## src/rtl/core/upd_pkg.sv

```systemverilog
// Shared types and character constants for the URL percent decoder.
// Used by upd_decode and url_percent_decoder_core; no dependencies.

package upd_pkg;

  localparam logic [7:0] CHAR_PLUS    = 8'h2B;
  localparam logic [7:0] CHAR_PERCENT = 8'h25;
  localparam logic [7:0] CHAR_SPACE   = 8'h20;

  // Results produced by one input item: a count (0 to 2) and the bytes in order.
  typedef struct packed {
    logic [1:0] count;
    logic [7:0] byte0;
    logic [7:0] byte1;
  } dec_res_t;

endpackage

```

## src/rtl/core/url_percent_decoder_core.sv

```systemverilog
// Streaming URL percent decoder: top level with input register and a
// two-entry result buffer. Depends on upd_pkg and upd_decode.
//
//  channel | ports                                         | direction
//  --------+-----------------------------------------------+----------
//  in      | in_valid, in_ready, in_byte, in_end_of_string | sink
//  out     | out_valid, out_ready, out_byte, out_run_end,  | source
//          | out_string_end                                |
//
// An item is registered on acceptance and decoded into the result buffer once
// the buffer can take it, so one item per cycle is sustained while results drain
// at one per cycle. A malformed escape yields two results and stalls input while
// both wait on the single result port. The first result of an item is presented
// from the result buffer, after the item has passed the input register.
// Reset clears the escape phase, the input register and the result buffer.

module url_percent_decoder_core (
  input  logic       clk,
  input  logic       rst_n,
  input  logic       in_valid,
  output logic       in_ready,
  input  logic [7:0] in_byte,
  input  logic       in_end_of_string,
  output logic       out_valid,
  input  logic       out_ready,
  output logic [7:0] out_byte,
  output logic       out_run_end,
  output logic       out_string_end
);

  logic       in_vld_r;
  logic [7:0] in_byte_r;
  logic       in_last_r;

  logic [1:0] cnt_r, cnt_nxt;
  logic [7:0] s0_byte_r, s0_byte_nxt;
  logic       s0_run_r, s0_run_nxt;
  logic       s0_str_r, s0_str_nxt;
  logic [7:0] s1_byte_r, s1_byte_nxt;
  logic       s1_str_r, s1_str_nxt;

  logic              pop;
  logic              out_free;
  logic              consume;
  upd_pkg::dec_res_t res;

  assign pop      = out_valid && out_ready;
  assign out_free = (cnt_r == 2'd0) || ((cnt_r == 2'd1) && out_ready);
  assign consume  = in_vld_r && out_free;
  assign in_ready = !in_vld_r || consume;

  upd_decode u_decode (
    .clk     (clk),
    .rst_n   (rst_n),
    .take    (consume),
    .in_byte (in_byte_r),
    .in_last (in_last_r),
    .res     (res)
  );

  always_ff @(posedge clk) begin
    if (!rst_n) begin
      in_vld_r <= 1'b0;
    end else if (in_ready) begin
      in_vld_r <= in_valid;
    end
  end

  always_ff @(posedge clk) begin
    if (in_valid && in_ready) begin
      in_byte_r <= in_byte;
      in_last_r <= in_end_of_string;
    end
  end

  // A load only happens when the buffer is empty after this cycle's pop.
  always_comb begin
    cnt_nxt     = cnt_r;
    s0_byte_nxt = s0_byte_r;
    s0_run_nxt  = s0_run_r;
    s0_str_nxt  = s0_str_r;
    s1_byte_nxt = s1_byte_r;
    s1_str_nxt  = s1_str_r;
    if (consume) begin
      cnt_nxt     = res.count;
      s0_byte_nxt = res.byte0;
      s0_run_nxt  = (res.count == 2'd1);
      s0_str_nxt  = in_last_r && (res.count == 2'd1);
      s1_byte_nxt = res.byte1;
      s1_str_nxt  = in_last_r;
    end else if (pop) begin
      cnt_nxt     = cnt_r - 2'd1;
      s0_byte_nxt = s1_byte_r;
      s0_run_nxt  = 1'b1;
      s0_str_nxt  = s1_str_r;
    end
  end

  always_ff @(posedge clk) begin
    if (!rst_n) begin
      cnt_r <= 2'd0;
    end else begin
      cnt_r <= cnt_nxt;
    end
  end

  always_ff @(posedge clk) begin
    s0_byte_r <= s0_byte_nxt;
    s0_run_r  <= s0_run_nxt;
    s0_str_r  <= s0_str_nxt;
    s1_byte_r <= s1_byte_nxt;
    s1_str_r  <= s1_str_nxt;
  end

  assign out_valid      = (cnt_r != 2'd0);
  assign out_byte       = s0_byte_r;
  assign out_run_end    = s0_run_r;
  assign out_string_end = s0_str_r;

endmodule

```

## src/rtl/core/upd_decode.sv

```systemverilog
// Escape decoder: holds the escape phase and first hex digit, and turns one
// input byte into up to two decoded bytes. Depends on upd_pkg.

module upd_decode (
  input  logic               clk,
  input  logic               rst_n,
  input  logic               take,
  input  logic [7:0]         in_byte,
  input  logic               in_last,
  output upd_pkg::dec_res_t  res
);

  typedef enum logic [1:0] {
    PH_IDLE = 2'd0,
    PH_PCT  = 2'd1,
    PH_HEX  = 2'd2
  } phase_t;

  phase_t     phase_r, phase_nxt;
  logic [3:0] nib_r, nib_nxt;

  logic       is_hex;
  logic [3:0] hex_val;
  logic       e0, e1, e2;
  logic [7:0] c0, c1, c2;
  logic       plain_on;

  always_comb begin
    is_hex  = 1'b1;
    hex_val = 4'd0;
    if (in_byte >= 8'h30 && in_byte <= 8'h39) begin
      hex_val = in_byte[3:0];
    end else if ((in_byte >= 8'h41 && in_byte <= 8'h46) ||
                 (in_byte >= 8'h61 && in_byte <= 8'h66)) begin
      hex_val = in_byte[3:0] + 4'd9;
    end else begin
      is_hex = 1'b0;
    end
  end

  // Three candidate results in output order: the escape result, the byte
  // itself, and the end-of-string flush. At most two are ever active.
  always_comb begin
    phase_nxt = PH_IDLE;
    nib_nxt   = nib_r;
    e0        = 1'b0;
    c0        = 8'h00;
    plain_on  = 1'b1;
    case (phase_r)
      PH_PCT: begin
        if (is_hex) begin
          nib_nxt   = hex_val;
          phase_nxt = PH_HEX;
          plain_on  = 1'b0;
        end else begin
          e0 = 1'b1;
          c0 = upd_pkg::CHAR_PERCENT;
        end
      end
      PH_HEX: begin
        nib_nxt = 4'd0;
        e0      = 1'b1;
        if (is_hex) begin
          c0       = {nib_r, hex_val};
          plain_on = 1'b0;
        end else begin
          c0 = {4'd0, nib_r};
        end
      end
      default: begin
      end
    endcase

    e1 = 1'b0;
    c1 = in_byte;
    if (plain_on) begin
      if (in_byte == upd_pkg::CHAR_PLUS) begin
        e1 = 1'b1;
        c1 = upd_pkg::CHAR_SPACE;
      end else if (in_byte == upd_pkg::CHAR_PERCENT) begin
        phase_nxt = PH_PCT;
      end else begin
        e1 = 1'b1;
      end
    end

    e2 = in_last && (phase_nxt != PH_IDLE);
    c2 = (phase_nxt == PH_PCT) ? upd_pkg::CHAR_PERCENT : {4'd0, nib_nxt};
    if (in_last) begin
      phase_nxt = PH_IDLE;
      nib_nxt   = 4'd0;
    end

    res.count = {1'b0, e0} + {1'b0, e1} + {1'b0, e2};
    res.byte0 = e0 ? c0 : (e1 ? c1 : c2);
    res.byte1 = (e0 && e1) ? c1 : c2;
  end

  always_ff @(posedge clk) begin
    if (!rst_n) begin
      phase_r <= PH_IDLE;
      nib_r   <= 4'd0;
    end else if (take) begin
      phase_r <= phase_nxt;
      nib_r   <= nib_nxt;
    end
  end

endmodule
```

## config.mk

```make
export PLATFORM = sky130hd
export DESIGN_NAME = url_percent_decoder_core
export DESIGN_NICKNAME = d
export VERILOG_FILES = /design/src/rtl/core/upd_pkg.sv /design/src/rtl/core/url_percent_decoder_core.sv /design/src/rtl/core/upd_decode.sv
export SDC_FILE = /design/constraint.sdc
export NUM_CORES = 1
export LEC_CHECK = 0
export BUFFER_PORTS_ARGS = -buffer_cell sky130_fd_sc_hd__buf_4
export CORE_UTILIZATION = 58
export DETAILED_ROUTE_END_ITERATION = 10
export MAX_ROUTING_LAYER = met4
export PLACE_DENSITY = 0.81
export SKIP_CTS_REPAIR_TIMING = 1
export SLEW_MARGIN = 20
export SYNTH_ARGS = -nofsm -noshare
export SYNTH_HDL_FRONTEND = slang
export SYNTH_HIERARCHICAL = 1
export SYNTH_SLANG_ARGS = --single-unit
```

## constraint.sdc

```tcl
create_clock -name clk -period 3.73 [get_ports clk]
set_input_delay 0.746 -clock clk [delete_from_list [all_inputs] [get_ports clk]]
set_output_delay 0.746 -clock clk [all_outputs]
set_load 0.01 [all_outputs]
```

Yosys cells after proc, flatten, opt, wreduce, memory -nomap -nowiden
Cells that the tools add are included.
{"block": "word_totals", "mem_count": 0, "output_inout_bits": 12, "word_cells": 83, "register_bits": 37, "ramBits": 0, "inputBits": 13, "latch_bits": 0, "rom_bits": 0}
{"block": "classes", "n_bitwise": 0, "shifts": 0, "mul": 0, "n_eq_ne": 7, "magnitude_cmp": 6, "add_sub_neg": 4, "n_reduce_logical": 19, "div": 0, "mux": 36}
{"op": "two-way mux 8 bit", "n": 8}
{"op": "equality test 8 x 6 -> 1 bit (second input constant)", "n": 2}
{"op": ">= comparator 8 x 7 -> 1 bit (second input constant)", "n": 2}
{"op": "less-or-equal comparator 8 x 7 -> 1 bit (second input constant)", "n": 2}
{"op": "two-way mux 2 bit", "n": 8}
{"op": "two-way mux 4 bit", "n": 4}
{"op": "case mux 8 bit (2 select lines)", "n": 1}
{"op": "two-way mux 6 bit", "n": 2}
{"op": "two-way mux 1 bit", "n": 11}
{"op": "logical AND 1 bit", "n": 10}
{"op": "equality test 2 x 1 -> 1 bit (second input constant)", "n": 4}
{"op": ">= comparator 8 x 6 -> 1 bit (second input constant)", "n": 1}
{"op": "less-or-equal comparator 8 x 6 -> 1 bit (second input constant)", "n": 1}
{"op": "case mux 4 bit (2 select lines)", "n": 1}
{"op": "nonzero test 2 bit", "n": 3}
{"op": "adder 4 bit (second input constant)", "n": 1}
{"op": "logical OR 1 bit", "n": 3}
{"op": "adder 1 x 1 -> 2 bit", "n": 1}
{"op": "adder 2 x 1 -> 2 bit", "n": 1}
{"op": "equality test 2 bit (second input constant)", "n": 1}
{"op": "logical NOT 2 bit", "n": 1}
{"op": "case mux 1 bit (2 select lines)", "n": 1}
{"op": "OR reduction 2 bit", "n": 1}
{"op": "subtractor 2 x 1 -> 2 bit (second input constant)", "n": 1}
{"op": "logical NOT 1 bit", "n": 1}

Logic depth before layout (Yosys ltp)
{"block": "logic_depth", "depth_word": 16, "ltp_mapped": 12, "ltp_nobuf": 11}

Modules after synthesis
Netlist, hierarchy kept.
{"module": "url_percent_decoder_core", "area_per_inst_um2": 1216.2, "instances": 1, "cells_each": 67, "seq_area_each_um2": 900.9}
{"module": "upd_decode", "area_per_inst_um2": 996.0, "instances": 1, "cells_each": 142, "seq_area_each_um2": 120.1}

Worst setup path after synthesis
OpenSTA, ideal clock, no wires.
{"block": "synth_timing", "path_kind": "reg2reg", "from": "register in_byte_r[0]", "to": "register cnt_r[0]", "t_arrival_ns": 2.726, "path_buffers": 0, "setup_slack_ns": 0.864, "setup_ns": 0.140, "synth_period_minus_slack_ns": 2.866, "stages_incl_launch_ff": 11, "t_required_ns": 3.590, "path_cell_list": "edfxtp_1 > inv_1 > ha_1 > nor3b_1 > nor3_1 > nor2_1 > o21ai_0 > fa_1 > inv_1 > o311ai_1 > o221ai_1"}
{"item": "from (decl)", "line_no": "url_percent_decoder_core.sv:32", "rtl": "logic [7:0] in_byte_r;"}
{"item": "from (signal assigned)", "line_no": "url_percent_decoder_core.sv:71", "rtl": "in_byte_r <= in_byte;"}
{"item": "to (signal assigned)", "line_no": "url_percent_decoder_core.sv:103", "rtl": "cnt_r <= cnt_nxt;"}
{"item": "to (decl)", "line_no": "url_percent_decoder_core.sv:35", "rtl": "logic [1:0] cnt_r, cnt_nxt;"}

==> flow_metrics.env <==
export IMPL_hold_path_depth=2
export IMPL_fill_cells=284
export IMPL_synth_area_um2=2212
export IMPL_ys_seq_area_share_pct=46.15
export IMPL_fin_crit_ps=3215
export IMPL_yosysTopAreaCell="edfxtp_1"
export IMPL_diodes=0
export IMPL_clk_latency_ps=290
export IMPL_crit_family="simple AND/OR/NAND/NOR gates"
export IMPL_power_mw=1.185
export IMPL_p_per_area_nw_per_um2=468.7
export IMPL_drt_first_pass_iters=4
export IMPL_setup_viol=0
export IMPL_synth_edf_count=28
export IMPL_yosysWarnings=6
export IMPL_r2r_slack_ps=520
export IMPL_synth_distinct_cells=58
export IMPL_cts_sinks=37
export IMPL_slew_headroom_pct=40.91
export IMPL_cts_tree="yes"
export IMPL_tightest_slew_ps=878.3
export IMPL_seq_area_um2=1021
export IMPL_port_buffer_count=24
export IMPL_r2r_end="cnt_r[0]$_SDFFE_PN0P_"
export IMPL_fin_nets=257
export IMPL_synth_seq_cells=37
export IMPL_synthToLayoutAreaGrowth_pct=14.25
export IMPL_grt_max_degree=15
export IMPL_grtUsageMet1_pct=34.15
export IMPL_path_clk_slew_ps=70
export IMPL_holdCritStartpoint="u_decode/nib_r[2]$_SDFFE_PN0P_"
export IMPL_r2r_cells=10
export IMPL_clk_path_buf_depth=2
export IMPL_endpoint_kind="register"
export IMPL_post_layout_nonfiller_instances=284
export IMPL_skew_ps=4.832
export IMPL_cp_slowest_stage_delay_ps=520
export IMPL_clockRootBuffer="clkbuf_8"
export IMPL_slowest_stage="edfxtp_1"
export IMPL_cp_max_fo=9
export IMPL_drtIter0Drc=84
export IMPL_status="finished clean"
export IMPL_finalWirelength_um=4841
export IMPL_synthTopCellsByArea="edfxtp_1 (38%), dfxtp_1 (8.1%), ha_1 (4.5%)"
export IMPL_synth_nets=231
export IMPL_finalCritPeriodShare_pct=86.19
export IMPL_dp_hpwl_um=3728
export IMPL_core_area_um2=3661
export IMPL_r2r_start="in_byte_r[0]$_DFFE_PP_"
export IMPL_drc=0
export IMPL_hold_end="u_decode/nib_r[2]$_SDFFE_PN0P_"
export IMPL_worstPathCellList="inv_1 > ha_1 > nor3b_1 > nor3_1 > nor2_1 > o21ai_0 > fa_1 > inv_1 > o311ai_1 > o221ai_1"
export IMPL_crit_path_start="in_byte_r[0]$_DFFE_PP_"
export IMPL_grt_util_met3_pct=5.357
export IMPL_place_ws_ps=578.0
export IMPL_cpMostUsedCell="inv_1"
export IMPL_leakagePower_nw=0.9740
export IMPL_die_h_um=63.76
export IMPL_final_max_slew_viol_count=0
export IMPL_finalHoldViolations=0
export IMPL_dp_cells=276
export IMPL_max_cap_violations=0
export IMPL_drt_wirelength_per_cell_um=17.05
export IMPL_worstPathRequired_ps=3890
export IMPL_holdWs_ps=535.1
export IMPL_ant_nets=0
export IMPL_fmax_mhz=311.1
export IMPL_cts_buffers=5
export IMPL_htree_levels=2
export IMPL_netlist_area_leader_share_pct=38.01
export IMPL_worst_slack_ps=515.2
export IMPL_tns_ps=0
export IMPL_cp_start_kind="register"
export IMPL_std_cell_rows=22
export IMPL_initial_core_util_pct=60.42
export IMPL_grtUsageMet2_pct=42.69
export IMPL_post_route_util_pct=69.04
export IMPL_crit_type="reg -> reg"
export IMPL_dieArea_um2=4065
export IMPL_rsz0062_at_grt="false"
export IMPL_routabilityCongestion=0.9490
export IMPL_fin_area_um2=2527
export IMPL_grt_pass1_vias=1690
export IMPL_multi_input_area_um2=1084
export IMPL_grt_busiest_layer="met2"
export IMPL_postSynthAreaPerCell_um2=10.58
export IMPL_dpl_instance_area_um2=2431
export IMPL_path_buf_inv=2
export IMPL_overflow=0
export IMPL_grt_use_total_pct=26.88
export IMPL_pin_count=25
export IMPL_ys_flop_type="edfxtp_1"
export IMPL_antenna_found_initial=0
export IMPL_synthCells=209
export IMPL_via_count=1775
export IMPL_worstHoldPathType="reg -> reg"
export IMPL_grt_first_pass_wirelength_um=7983
export IMPL_layout_drive_gt1_share_pct=23.31
export IMPL_crit_arrival_ps=3370
export IMPL_die_width_um=63.76
export IMPL_vias_per_cell=6.250
export IMPL_synthArstFlopShare_pct=0
export IMPL_ir_drop_v=0.0003553
## layout by cell type, fill, tap and decap left out, drive strengths merged, types with 2 or more instances in the layout
cell     instances
nand2b           2
a32oi            3
nand2           11
nor3b            2
a22oi            4
nor2b            7
a311oi           3
a21oi           10
a31oi            2
nor4             2
a2bb2oi          2
nor3             6
clkinv           2
a22o             3
a211oi           4
a21o             3
o21ai           21
nand3            6
o211ai           2
and2             4
nor2             8
or3              2
and3             2
buf             28
ha               8
edfxtp          28
inv             15
mux2             9
dfxtp            9
clkbuf           6
## cell families (layout without fill, tap and decap cells)
kind of cell / Yosys count / after routing / share of synthesized area (%)
buffers and inverters: 24 / 51 / 4.864
flip-flops: 37 / 37 / 46.15
adder cells (fa/ha/maj): 9 / 9 / 5.430
multiplexers: 9 / 9 / 5.600
AND/OR/NAND/NOR: 61 / 61 / 16.06
AO/OA/AOI/OAI: 69 / 69 / 21.89
## area by class of cell
cell class | instances | area share, %
Clock inverter | 2 | 0.5446
Tap cell | 48 | 2.376
Clock buffer | 6 | 3.267
Multi-Input combinational cell | 148 | 42.87
Timing Repair Buffer | 28 | 8.317
Sequential cell | 37 | 40.40
Inverter | 15 | 2.228
## Yosys cell counts (all sizes together), types with 2 or more instances
master and number:
edfxtp 28, o21ai 21, inv 15, nand2 11, a21oi 10, dfxtp 9
mux2 9, ha 8, nor2 8, nor2b 7, clkbuf 6, nand3 6
nor3 6, a211oi 4, a22oi 4, and2 4, a21o 3, a22o 3
a311oi 3, a32oi 3, buf 3, a2bb2oi 2, a31oi 2, and3 2
nand2b 2, nor3b 2, nor4 2, o211ai 2, or3 2
## worst reg2reg max path, delay by kind of cell (launching register included)
| kind | cells | cell delay, ps |
|---|---|---|
| AND/OR/NAND/NOR | 3 | 900 |
| AO/OA/AOI/OAI | 3 | 620 |
| flip-flops | 1 | 520 |
| buffers and inverters | 2 | 290 |
| adder cells (fa/ha/maj) | 2 | 740 |
## state kept, by name, summed over array words and instances, names as in the netlist
name,count
s1_byte_r,8
in_vld_r,1
s1_str_r,1
cnt_r,2
in_last_r,1
out_byte,8
in_byte_r,8
out_run_end,1
out_string_end,1
u_decode/nib_r,4
u_decode/phase_r,2
## power breakdown
part	internal [mW]	leakage [nW]	total [mW]	switching [mW]
sequential	0.529	0.340	0.566	0.0366
clock	0.150	0.0512	0.294	0.145
combinational	0.151	0.583	0.324	0.173
total	0.831	0.974	1.18	0.354
## worst max-delay path by stage
stage	endpoint	slack (ps)	cells past startpoint
6_report	cnt_r[0]$_SDFFE_PN0P_	520	10
5_1_grt	cnt_r[0]$_SDFFE_PN0P_	120	10
4_1_cts	cnt_r[0]$_SDFFE_PN0P_	560	10
3_5_place_dp	cnt_r[0]$_SDFFE_PN0P_	580	10
3_3_place_gp	cnt_r[0]$_SDFFE_PN0P_	610	10
2_1_floorplan	cnt_r[0]$_SDFFE_PN0P_	860	10
## layer usage
| metal | routed length (µm) | vias to the layer above | share of wire, % |
|---|---|---|---|
| met4 | 97 | 0 | 2.0 |
| met5 | 0 | - | 0 |
| met1 | 2065 | 839 | 43 |
| met2 | 2372 | 81 | 49 |
| li1 | - | 844 | - |
| met3 | 306 | 11 | 6.3 |
Note: power is estimated with default switching activity, not from simulation.
